--- src/cfr_pkg.sv ---
// Shared types, constants and helpers for the CAN fragment frame reassembler.
package cfr_pkg;

  localparam int FRAGMENT_BYTES = 8;
  localparam int MAX_FRAGS = 3;
  localparam logic [3:0] FRAG_DLC = 4'(FRAGMENT_BYTES);
  localparam logic [15:0] TIMEOUT_RESET = 16'd50;

  localparam logic ACT_FRAGMENT = 1'b0;
  localparam logic ACT_POLL = 1'b1;

  typedef enum logic [2:0] {
    ST_STORED       = 3'd0,
    ST_BAD_LENGTH   = 3'd1,
    ST_ACCEPTED     = 3'd2,
    ST_REJECTED     = 3'd3,
    ST_POLL_IDLE    = 3'd4,
    ST_POLL_DROPPED = 3'd5
  } status_t;

  typedef enum logic [1:0] {
    REG_TIMEOUT   = 2'd0,
    REG_HEADER    = 2'd1,
    REG_DOWN_TYPE = 2'd2
  } reg_idx_t;

  typedef struct packed {
    logic [15:0] timeout_ms;
    logic [7:0]  header_byte;
    logic [7:0]  down_type_byte;
  } cfg_t;

  typedef struct packed {
    logic        action;
    logic [31:0] now_ms;
    logic [3:0]  data_length;
    logic [63:0] fragment;
  } item_t;

  typedef struct packed {
    status_t     status;
    logic        stale_dropped;
    logic [1:0]  fragments_held;
    logic [63:0] frame_first;
    logic [63:0] frame_middle;
    logic [63:0] frame_last;
  } result_t;

  // XOR of the eight bytes of one fragment word
  function automatic logic [7:0] byte_xor(input logic [63:0] w);
    logic [7:0] acc;
    acc = '0;
    for (int i = 0; i < FRAGMENT_BYTES; i++) begin
      acc = acc ^ w[8*i +: 8];
    end
    return acc;
  endfunction

endpackage

--- src/cfr_in_if.sv ---
// Fragment/poll input channel.
interface cfr_in_if;
  logic        valid;
  logic        ready;
  logic        action;
  logic [31:0] now_ms;
  logic [3:0]  data_length;
  logic [63:0] fragment;

  modport source (output valid, output action, output now_ms, output data_length,
                  output fragment, input ready);
  modport sink (input valid, input action, input now_ms, input data_length,
                input fragment, output ready);
endinterface

--- src/cfr_out_if.sv ---
// Result channel.
interface cfr_out_if;
  logic        valid;
  logic        ready;
  logic [2:0]  status;
  logic        stale_dropped;
  logic [1:0]  fragments_held;
  logic [63:0] frame_first;
  logic [63:0] frame_middle;
  logic [63:0] frame_last;

  modport source (output valid, output status, output stale_dropped,
                  output fragments_held, output frame_first, output frame_middle,
                  output frame_last, input ready);
  modport sink (input valid, input status, input stale_dropped,
                input fragments_held, input frame_first, input frame_middle,
                input frame_last, output ready);
endinterface

--- src/cfr_cfg_if.sv ---
// Configuration write channel.
interface cfr_cfg_if;
  logic        valid;
  logic        ready;
  logic [1:0]  index;
  logic [15:0] data;

  modport source (output valid, output index, output data, input ready);
  modport sink (input valid, input index, input data, output ready);
endinterface

--- src/cfr_regs.sv ---
// Configuration register file.
module cfr_regs
  import cfr_pkg::*;
(
  input  logic        clk,
  input  logic        rst_n,
  input  logic        wr_en,
  input  logic [1:0]  wr_index,
  input  logic [15:0] wr_data,
  output cfg_t        cfg
);

  cfg_t cfg_r;

  always_ff @(posedge clk) begin
    if (!rst_n) begin
      cfg_r.timeout_ms     <= TIMEOUT_RESET;
      cfg_r.header_byte    <= '0;
      cfg_r.down_type_byte <= '0;
    end else if (wr_en) begin
      unique case (wr_index)
        REG_TIMEOUT:   cfg_r.timeout_ms     <= wr_data;
        REG_HEADER:    cfg_r.header_byte    <= wr_data[7:0];
        REG_DOWN_TYPE: cfg_r.down_type_byte <= wr_data[7:0];
        default: ;
      endcase
    end
  end

  assign cfg = cfg_r;

endmodule

--- src/cfr_assembler.sv ---
// Assembly state and single-step update: timeout, store, checksum and verdict.
module cfr_assembler
  import cfr_pkg::*;
#(
  parameter int FRAGMENT_COUNT = 3
) (
  input  logic    clk,
  input  logic    rst_n,
  input  logic    step,
  input  item_t   item,
  input  cfg_t    cfg,
  output result_t res
);

  localparam logic [1:0] LAST_IDX = 2'(FRAGMENT_COUNT - 1);

  logic [1:0]  cnt_r, cnt_nxt;
  logic [31:0] time_r, time_nxt;
  logic [63:0] buf_r [FRAGMENT_COUNT-1];

  logic [31:0] elapsed;
  logic        timed_out;
  logic        stale;
  logic [1:0]  cnt_base, cnt_eff;
  logic        completes;
  logic        store;
  logic [63:0] word [MAX_FRAGS];
  logic [7:0]  xor_all;
  logic        frame_ok;

  assign elapsed   = item.now_ms - time_r;
  assign timed_out = elapsed > {16'd0, cfg.timeout_ms};
  assign stale     = (cnt_r != 2'd0) && timed_out;
  assign cnt_base  = stale ? 2'd0 : cnt_r;
  assign cnt_eff   = (cnt_base > LAST_IDX) ? 2'd0 : cnt_base;
  assign completes = (cnt_eff == LAST_IDX);

  // frame words: buffered fragments first, the arriving one last
  for (genvar k = 0; k < MAX_FRAGS; k++) begin : g_word
    if (k < FRAGMENT_COUNT - 1) begin : g_buf
      assign word[k] = buf_r[k];
    end else if (k == FRAGMENT_COUNT - 1) begin : g_new
      assign word[k] = item.fragment;
    end else begin : g_none
      assign word[k] = '0;
    end
  end

  // XOR of bytes 0..N-2 equals byte N-1 <=> XOR of all bytes is zero
  assign xor_all  = byte_xor(word[0]) ^ byte_xor(word[1]) ^ byte_xor(word[2]);
  assign frame_ok = (word[0][63:56] == cfg.header_byte) &&
                    (word[0][55:48] == cfg.down_type_byte) &&
                    (xor_all == 8'd0);

  assign store = step && (item.action == ACT_FRAGMENT) &&
                 (item.data_length == FRAG_DLC) && !completes;

  always_comb begin
    res      = '0;
    cnt_nxt  = cnt_r;
    time_nxt = time_r;
    priority if (item.action == ACT_POLL) begin
      if ((cnt_r != 2'd0) && (time_r != 32'd0) && timed_out) begin
        cnt_nxt    = 2'd0;
        time_nxt   = 32'd0;
        res.status = ST_POLL_DROPPED;
      end else begin
        res.status = ST_POLL_IDLE;
      end
    end else if (item.data_length != FRAG_DLC) begin
      res.status = ST_BAD_LENGTH;
    end else begin
      res.stale_dropped = stale;
      if (completes) begin
        cnt_nxt  = 2'd0;
        time_nxt = 32'd0;
        if (frame_ok) begin
          res.status       = ST_ACCEPTED;
          res.frame_first  = word[0];
          res.frame_middle = word[1];
          res.frame_last   = word[2];
        end else begin
          res.status = ST_REJECTED;
        end
      end else begin
        cnt_nxt    = cnt_eff + 2'd1;
        time_nxt   = item.now_ms;
        res.status = ST_STORED;
      end
    end
    res.fragments_held = cnt_nxt;
  end

  always_ff @(posedge clk) begin
    if (!rst_n) begin
      cnt_r  <= '0;
      time_r <= '0;
    end else if (step) begin
      cnt_r  <= cnt_nxt;
      time_r <= time_nxt;
    end
  end

  for (genvar k = 0; k < FRAGMENT_COUNT - 1; k++) begin : g_store
    always_ff @(posedge clk) begin
      if (store && (cnt_eff == 2'(k))) begin
        buf_r[k] <= item.fragment;
      end
    end
  end

endmodule

--- src/can_fragment_frame_reassembler_core.sv ---
// Top level of the CAN fragment frame reassembler.
// Takes one fragment or poll beat per clock while the output is not stalled, and
// returns one result beat for each. A beat accepted on in_ch lands in an input
// register; a step from that register then updates the assembly state (count,
// last time, buffered fragments) and loads the result register. The state update
// (timeout compare, store and XOR check of the completed frame) is combinational
// between the two registers. Both registers advance whenever the result register
// is empty or being drained, so a result drained in the same cycle never blocks
// the next input beat; while the output stalls, the block holds two beats and then
// drops in_ch.ready. Configuration writes (timeout_ms, header_byte,
// down_type_byte) are always taken; the user keeps them to idle periods, and the
// block itself does not enforce this.
module can_fragment_frame_reassembler_core
  import cfr_pkg::*;
#(
  parameter int FRAGMENT_COUNT = 3
) (
  input logic        clk,
  input logic        rst_n,
  cfr_in_if.sink     in_ch,
  cfr_out_if.source  out_ch,
  cfr_cfg_if.sink    cfg_ch
);

  logic    in_valid_r;
  item_t   in_item_r;
  logic    out_valid_r;
  result_t out_res_r;
  logic    advance;
  logic    step;
  cfg_t    cfg;
  result_t res;

  assign advance      = !out_valid_r || out_ch.ready;
  assign step         = in_valid_r && advance;
  assign in_ch.ready  = !in_valid_r || advance;
  assign cfg_ch.ready = 1'b1;

  cfr_regs u_regs (
    .clk      (clk),
    .rst_n    (rst_n),
    .wr_en    (cfg_ch.valid),
    .wr_index (cfg_ch.index),
    .wr_data  (cfg_ch.data),
    .cfg      (cfg)
  );

  cfr_assembler #(
    .FRAGMENT_COUNT (FRAGMENT_COUNT)
  ) u_asm (
    .clk   (clk),
    .rst_n (rst_n),
    .step  (step),
    .item  (in_item_r),
    .cfg   (cfg),
    .res   (res)
  );

  always_ff @(posedge clk) begin
    if (!rst_n) begin
      in_valid_r  <= 1'b0;
      out_valid_r <= 1'b0;
    end else begin
      if (in_valid_r && in_ch.ready) begin
        in_valid_r <= in_ch.valid;
      end else if (!in_valid_r) begin
        in_valid_r <= in_ch.valid;
      end
      if (step) begin
        out_valid_r <= 1'b1;
      end else if (out_ch.ready) begin
        out_valid_r <= 1'b0;
      end
    end
  end

  always_ff @(posedge clk) begin
    if (in_ch.valid && in_ch.ready) begin
      in_item_r.action      <= in_ch.action;
      in_item_r.now_ms      <= in_ch.now_ms;
      in_item_r.data_length <= in_ch.data_length;
      in_item_r.fragment    <= in_ch.fragment;
    end
    if (step) begin
      out_res_r <= res;
    end
  end

  assign out_ch.valid          = out_valid_r;
  assign out_ch.status         = out_res_r.status;
  assign out_ch.stale_dropped  = out_res_r.stale_dropped;
  assign out_ch.fragments_held = out_res_r.fragments_held;
  assign out_ch.frame_first    = out_res_r.frame_first;
  assign out_ch.frame_middle   = out_res_r.frame_middle;
  assign out_ch.frame_last     = out_res_r.frame_last;

endmodule

--- src/flat_wrapper.sv ---
// flat-port wrapper written by rule: the top's interface ports become plain ports
module can_fragment_frame_reassembler_core_flat import cfr_pkg::*;
#(
  parameter int FRAGMENT_COUNT = 3
)
  (clk, rst_n, in_ch_valid, in_ch_action, in_ch_now_ms, in_ch_data_length, in_ch_fragment, in_ch_ready, out_ch_valid, out_ch_status, out_ch_stale_dropped, out_ch_fragments_held, out_ch_frame_first, out_ch_frame_middle, out_ch_frame_last, out_ch_ready, cfg_ch_valid, cfg_ch_index, cfg_ch_data, cfg_ch_ready);
  cfr_in_if in_ch_i ();
  cfr_out_if out_ch_i ();
  cfr_cfg_if cfg_ch_i ();
  input logic clk;
  input logic rst_n;
  input wire logic [$bits(in_ch_i.valid)-1:0] in_ch_valid;
  input wire logic [$bits(in_ch_i.action)-1:0] in_ch_action;
  input wire logic [$bits(in_ch_i.now_ms)-1:0] in_ch_now_ms;
  input wire logic [$bits(in_ch_i.data_length)-1:0] in_ch_data_length;
  input wire logic [$bits(in_ch_i.fragment)-1:0] in_ch_fragment;
  output wire logic [$bits(in_ch_i.ready)-1:0] in_ch_ready;
  output wire logic [$bits(out_ch_i.valid)-1:0] out_ch_valid;
  output wire logic [$bits(out_ch_i.status)-1:0] out_ch_status;
  output wire logic [$bits(out_ch_i.stale_dropped)-1:0] out_ch_stale_dropped;
  output wire logic [$bits(out_ch_i.fragments_held)-1:0] out_ch_fragments_held;
  output wire logic [$bits(out_ch_i.frame_first)-1:0] out_ch_frame_first;
  output wire logic [$bits(out_ch_i.frame_middle)-1:0] out_ch_frame_middle;
  output wire logic [$bits(out_ch_i.frame_last)-1:0] out_ch_frame_last;
  input wire logic [$bits(out_ch_i.ready)-1:0] out_ch_ready;
  input wire logic [$bits(cfg_ch_i.valid)-1:0] cfg_ch_valid;
  input wire logic [$bits(cfg_ch_i.index)-1:0] cfg_ch_index;
  input wire logic [$bits(cfg_ch_i.data)-1:0] cfg_ch_data;
  output wire logic [$bits(cfg_ch_i.ready)-1:0] cfg_ch_ready;
  assign in_ch_i.valid = in_ch_valid;
  assign in_ch_i.action = in_ch_action;
  assign in_ch_i.now_ms = in_ch_now_ms;
  assign in_ch_i.data_length = in_ch_data_length;
  assign in_ch_i.fragment = in_ch_fragment;
  assign in_ch_ready = in_ch_i.ready;
  assign out_ch_valid = out_ch_i.valid;
  assign out_ch_status = out_ch_i.status;
  assign out_ch_stale_dropped = out_ch_i.stale_dropped;
  assign out_ch_fragments_held = out_ch_i.fragments_held;
  assign out_ch_frame_first = out_ch_i.frame_first;
  assign out_ch_frame_middle = out_ch_i.frame_middle;
  assign out_ch_frame_last = out_ch_i.frame_last;
  assign out_ch_i.ready = out_ch_ready;
  assign cfg_ch_i.valid = cfg_ch_valid;
  assign cfg_ch_i.index = cfg_ch_index;
  assign cfg_ch_i.data = cfg_ch_data;
  assign cfg_ch_ready = cfg_ch_i.ready;
  can_fragment_frame_reassembler_core #(.FRAGMENT_COUNT(FRAGMENT_COUNT)) u_core (.clk(clk), .rst_n(rst_n), .in_ch(in_ch_i), .out_ch(out_ch_i), .cfg_ch(cfg_ch_i));
endmodule
--- config.mk ---
export PLATFORM = sky130hd
export DESIGN_NAME = can_fragment_frame_reassembler_core_flat
export DESIGN_NICKNAME = d
export VERILOG_FILES = /design/src/cfr_pkg.sv /design/src/cfr_in_if.sv /design/src/cfr_out_if.sv /design/src/cfr_cfg_if.sv /design/src/cfr_regs.sv /design/src/cfr_assembler.sv /design/src/can_fragment_frame_reassembler_core.sv /design/src/flat_wrapper.sv
export SDC_FILE = /design/constraint.sdc
export NUM_CORES = 1
export LEC_CHECK = 0
export BUFFER_PORTS_ARGS = -buffer_cell sky130_fd_sc_hd__buf_4
export CORE_MARGIN = 10
export CORE_UTILIZATION = 40
export DETAILED_ROUTE_END_ITERATION = 6
export PLACE_DENSITY = 0.68
export SLEW_MARGIN = 5
export SYNTH_ARGS = -nofsm -noshare
export SYNTH_HDL_FRONTEND = slang
export SYNTH_SLANG_ARGS = --single-unit
--- constraint.sdc ---
create_clock -name clk -period 7 [get_ports clk]
set_input_delay 1.4 -clock clk [delete_from_list [all_inputs] [get_ports clk]]
set_output_delay 1.4 -clock clk [all_outputs]
set_load 0.01 [all_outputs]
==> impl_metrics.csv <==
group,metric,value,unit
outcome,outcome,"finished clean",
routing,postRouteAntennaNets,0,
yosys,synth.net_count,1729,
power,p_int,5.36,mW
clock_tree,clock_path_buffers,3,
layout,layout-drive-gt1-share,24.6,%
setup_path,crit_top_cell,"ha_1",
layout,multi_input_area,7220,µm²
hold_path,hp-class,"reg -> reg",
yosys,synth_commonest_cells,"edfxtp_1, and2_1, xnor2_1",
sta,slew_headroom,13.5,%
die,die_width,254,µm
setup_path,cp-end-kind,"register",
setup_path,cp_data_arrival_time,6550,ps
yosys,synth.most_common_cell,"edfxtp_1",
sta,tns,0,ps
routing,viasPerCell,5.01,
die,start_util,40.6,%
yosys,synth-main-ff-cell,"edfxtp_1",
flow_run,cap_violations,0,
die,die_y,254,µm
global_routing,grt_antenna_before_repair,4,
setup_path,crit_chain,"inv_1, ha_1, and2_1, a221oi_2, a21oi_1, a21oi_1, o21ai_0, a31oi_1, xnor2_1, ha_1, nand3_1, or3_1, or3_1, o21ai_0, nand4b_1, nor4_1, nand4_1, nor2_1, inv_1, ha_1, nor3_1, and2_4, buf_4",
sta,report.final.slew_viol_count,0,
setup_path,cpMaxStageDelayCell,"and2_4",
routing,num_vias,13200,
yosys,ys_top_cells_by_area,"edfxtp_1, xnor2_1, dfxtp_1",
global_routing,overflow,0,
setup_path,max_stage_delay,530,ps
layout,nets,2066,
power,p_leak,9.77,nW
routing,route.top_layer_used,"met5",
setup_path,critPathRequiredTime,7310,ps
power,clkPwrFrac,43.0,%
sta,timing.final.hold_violations,0,
routing,drt-met1-wl,23.7,mm
power,comb_power_share,8.3,%
clock_tree,numCtsBuffers,53,
power,ir_drop,0.000173,V
die,dieArea,64600,µm²
power,p_per_area,257,nW/µm²
sta,rsz0062_at_grt,"no",
clock_tree,cts-root-buf,"clkbuf_16",
clock_tree,cts_resized,0,
setup_path,crit_fanout,32,
clock_tree,clock-sinks,495,
die,rows,85,
setup_path,crit_type,"reg -> reg",
routing,wirelength,56.1,mm
clock_tree,cts_hold_buf,0,
clock_tree,tritoncts,"done",
yosys,synth_area,21900,µm²
yosys,synth-edff-count,427,
yosys,synth_largest_area_cell,"edfxtp_1",
routing,avgRoutedWirePerCell,21.3,µm
clock_tree,clock_latency,610,ps
yosys,synth_top_area_share,58.5,%
setup_path,worst_setup_path_start_kind,"register",
routing,drt_pass1_iterations,5,
yosys,synth-async-reset-ratio,0,%
global_routing,grt_usage,17.0,%
sta,hold_slack,467,ps
power,seqPwrFrac,48.8,%
clock_tree,cts_setup_buffers,0,
yosys,ys.warnings.count,0,
layout,nFillCells,4632,
layout,area_delta_synth_final,22.9,%
placed_design,gp_congestion,0.895,
placed_design,dp_hpwl,41.7,mm
global_routing,grt_max_degree,154,
sta,fin_skew,43.5,ps
yosys,yosysSeqAreaShare,64.7,%
routing,drt_iter0_drc,912,
routing,drc,0,
global_routing,grt_pass1_wl,84.3,mm
placed_design,io_buffers,323,
sta,fmax,160,MHz
yosys,synthCells,1554,
setup_path,cpLargestDelayFamily,"simple AND/OR/NAND/NOR gates",
yosys,yosysUniqueCellTypes,78,
sta,fin_crit_sh,89.1,%
power,p_switching,1.58,mW
yosys,synth_area_per_cell,14.1,µm²
sta,setup-violations-final,0,
yosys,ys_seq_elements,495,
clock_tree,clk_pin_slew_worst_paths,60,ps
routing,wl_met3,3.59,mm
setup_path,crit_buf_inv,3,
routing,wl_met2,27.7,mm
layout,seq_area,14200,µm²
die,io_pins,325,
clock_tree,cts.htree.levels,2,
sta,period_minus_slack,6240,ps
sta,worst_pin_slew,1300,ps
global_routing,grt_pass1_vias,13700,
die,core_area,54000,µm²
power,switching_share,22.7,%
-- flip-flops by register name (all words and copies together), names as in the netlist --
name	flops
u_core.u_asm.buf_r	128
u_core.out_ch.valid	1
u_core.u_asm.time_r	32
u_core.u_asm.cnt_r	2
u_core.in_valid_r	1
u_core.out_ch.stale_dropped	1
u_core.u_regs.cfg	32
u_core.out_ch.frame_middle	64
u_core.in_item_r	101
u_core.out_ch.frame_first	64
u_core.out_ch.status	3
u_core.out_ch.frame_last	64
u_core.out_ch.fragments_held	2
-- path summary, 6_finish.rpt --
kind | startpoint | endpoint | slack, ps | cells past startpoint
hold reg to reg | u_core.u_regs.cfg[29] | u_core.u_regs.cfg[29] | 470 | 2
hold / removal | u_core.u_regs.cfg[29] | u_core.u_regs.cfg[29] | 470 | 2
setup reg to reg | u_core.u_asm.time_r[3] | u_core.u_asm.buf_r[0][35] | 760 | 23
setup / recovery | u_core.u_asm.time_r[3] | u_core.u_asm.buf_r[0][35] | 760 | 23
-- metal layers --
layer | global-route usage [%] | vias to the layer above
li1 | - | 6251
met1 | 21.4 | 6502
met2 | 29.2 | 352
met3 | 3.84 | 70
met4 | 4.45 | 6
met5 | 0 | -
-- final cells by class --
cell class / count / share of cell area, %
antenna: 1 / 0.00928
clock buffer: 63 / 5.13
clock inverter: 36 / 1.80
inverter: 65 / 0.933
multi-input combinational: 940 / 26.8
sequential: 495 / 52.6
tap: 696 / 3.23
timing repair buffer: 336 / 9.50
-- worst min-delay path, delay by kind of cell (launching register included) --
family,cells,cell delay (ps)
flip-flops,1,310
AND/OR/NAND/NOR,1,50
AO/OA/AOI/OAI,1,60
-- placed cells by master (no fill, tap or decap), types with 11 or more instances in the layout --
master     Yosys  final
o21a_1        13     13
o21ai_0       20     20
a21o_1        12     12
nor4_1        17     17
xnor2_1      175    175
clkbuf_16      0     53
o31ai_4       30     30
xor2_1        42     42
inv_1         65     64
a21boi_0      16     16
dfxtp_1       68     68
mux2i_1       17     17
ha_1          50     50
nand2_1       90     90
a21oi_1       39     39
nand4_1       16     16
buf_4          4    333
nand3_1       11     11
nor2_1        35     35
edfxtp_1     427    427
and2_1       204    201
nor2b_1       22     21
-- logic make-up (layout without fill, tap and decap cells) --
logic type      Yosys count  in the layout  synth area share (%)
other cells               1              2                0.0171
flops                   495            495                  64.7
compound gates          204            204                  8.68
mux                      18             18                 0.827
xor+xnor                218            218                  8.74
simple gates            448            448                  11.6
fa+ha+maj                51             51                  2.94
buf+inv                 119            500                  2.49
-- power groups by stage --
stage	combinational [mW]	clock (mW)	sequential, mW
3_3_place_gp	0.572	0	3.44
6_report	0.574	2.98	3.38
5_1_grt	0.625	3.17	3.39
3_5_place_dp	0.578	0	3.44
4_1_cts	0.582	3.05	3.38
2_1_floorplan	0.320	0	3.44
-- through the flow --
| stage | power [mW] | setup WS (ps) | cell area (µm²) | std cells | util [%] |
|---|---|---|---|---|---|
| floorplan | 3.76 | 661 | 21900 | 1554 | - |
| global placement | 4.01 | 997 | 25100 | 2532 | 46.4 |
| detailed placement | 4.02 | 763 | 25100 | 2532 | 46.4 |
| CTS | 7.01 | 733 | 27000 | 2631 | 49.9 |
| global route | 7.19 | 270 | 27000 | 2631 | 49.9 |
| finish | 6.93 | 761 | 27000 | 2632 | 49.9 |
No activity file was read; power rests on OpenSTA's default activity.
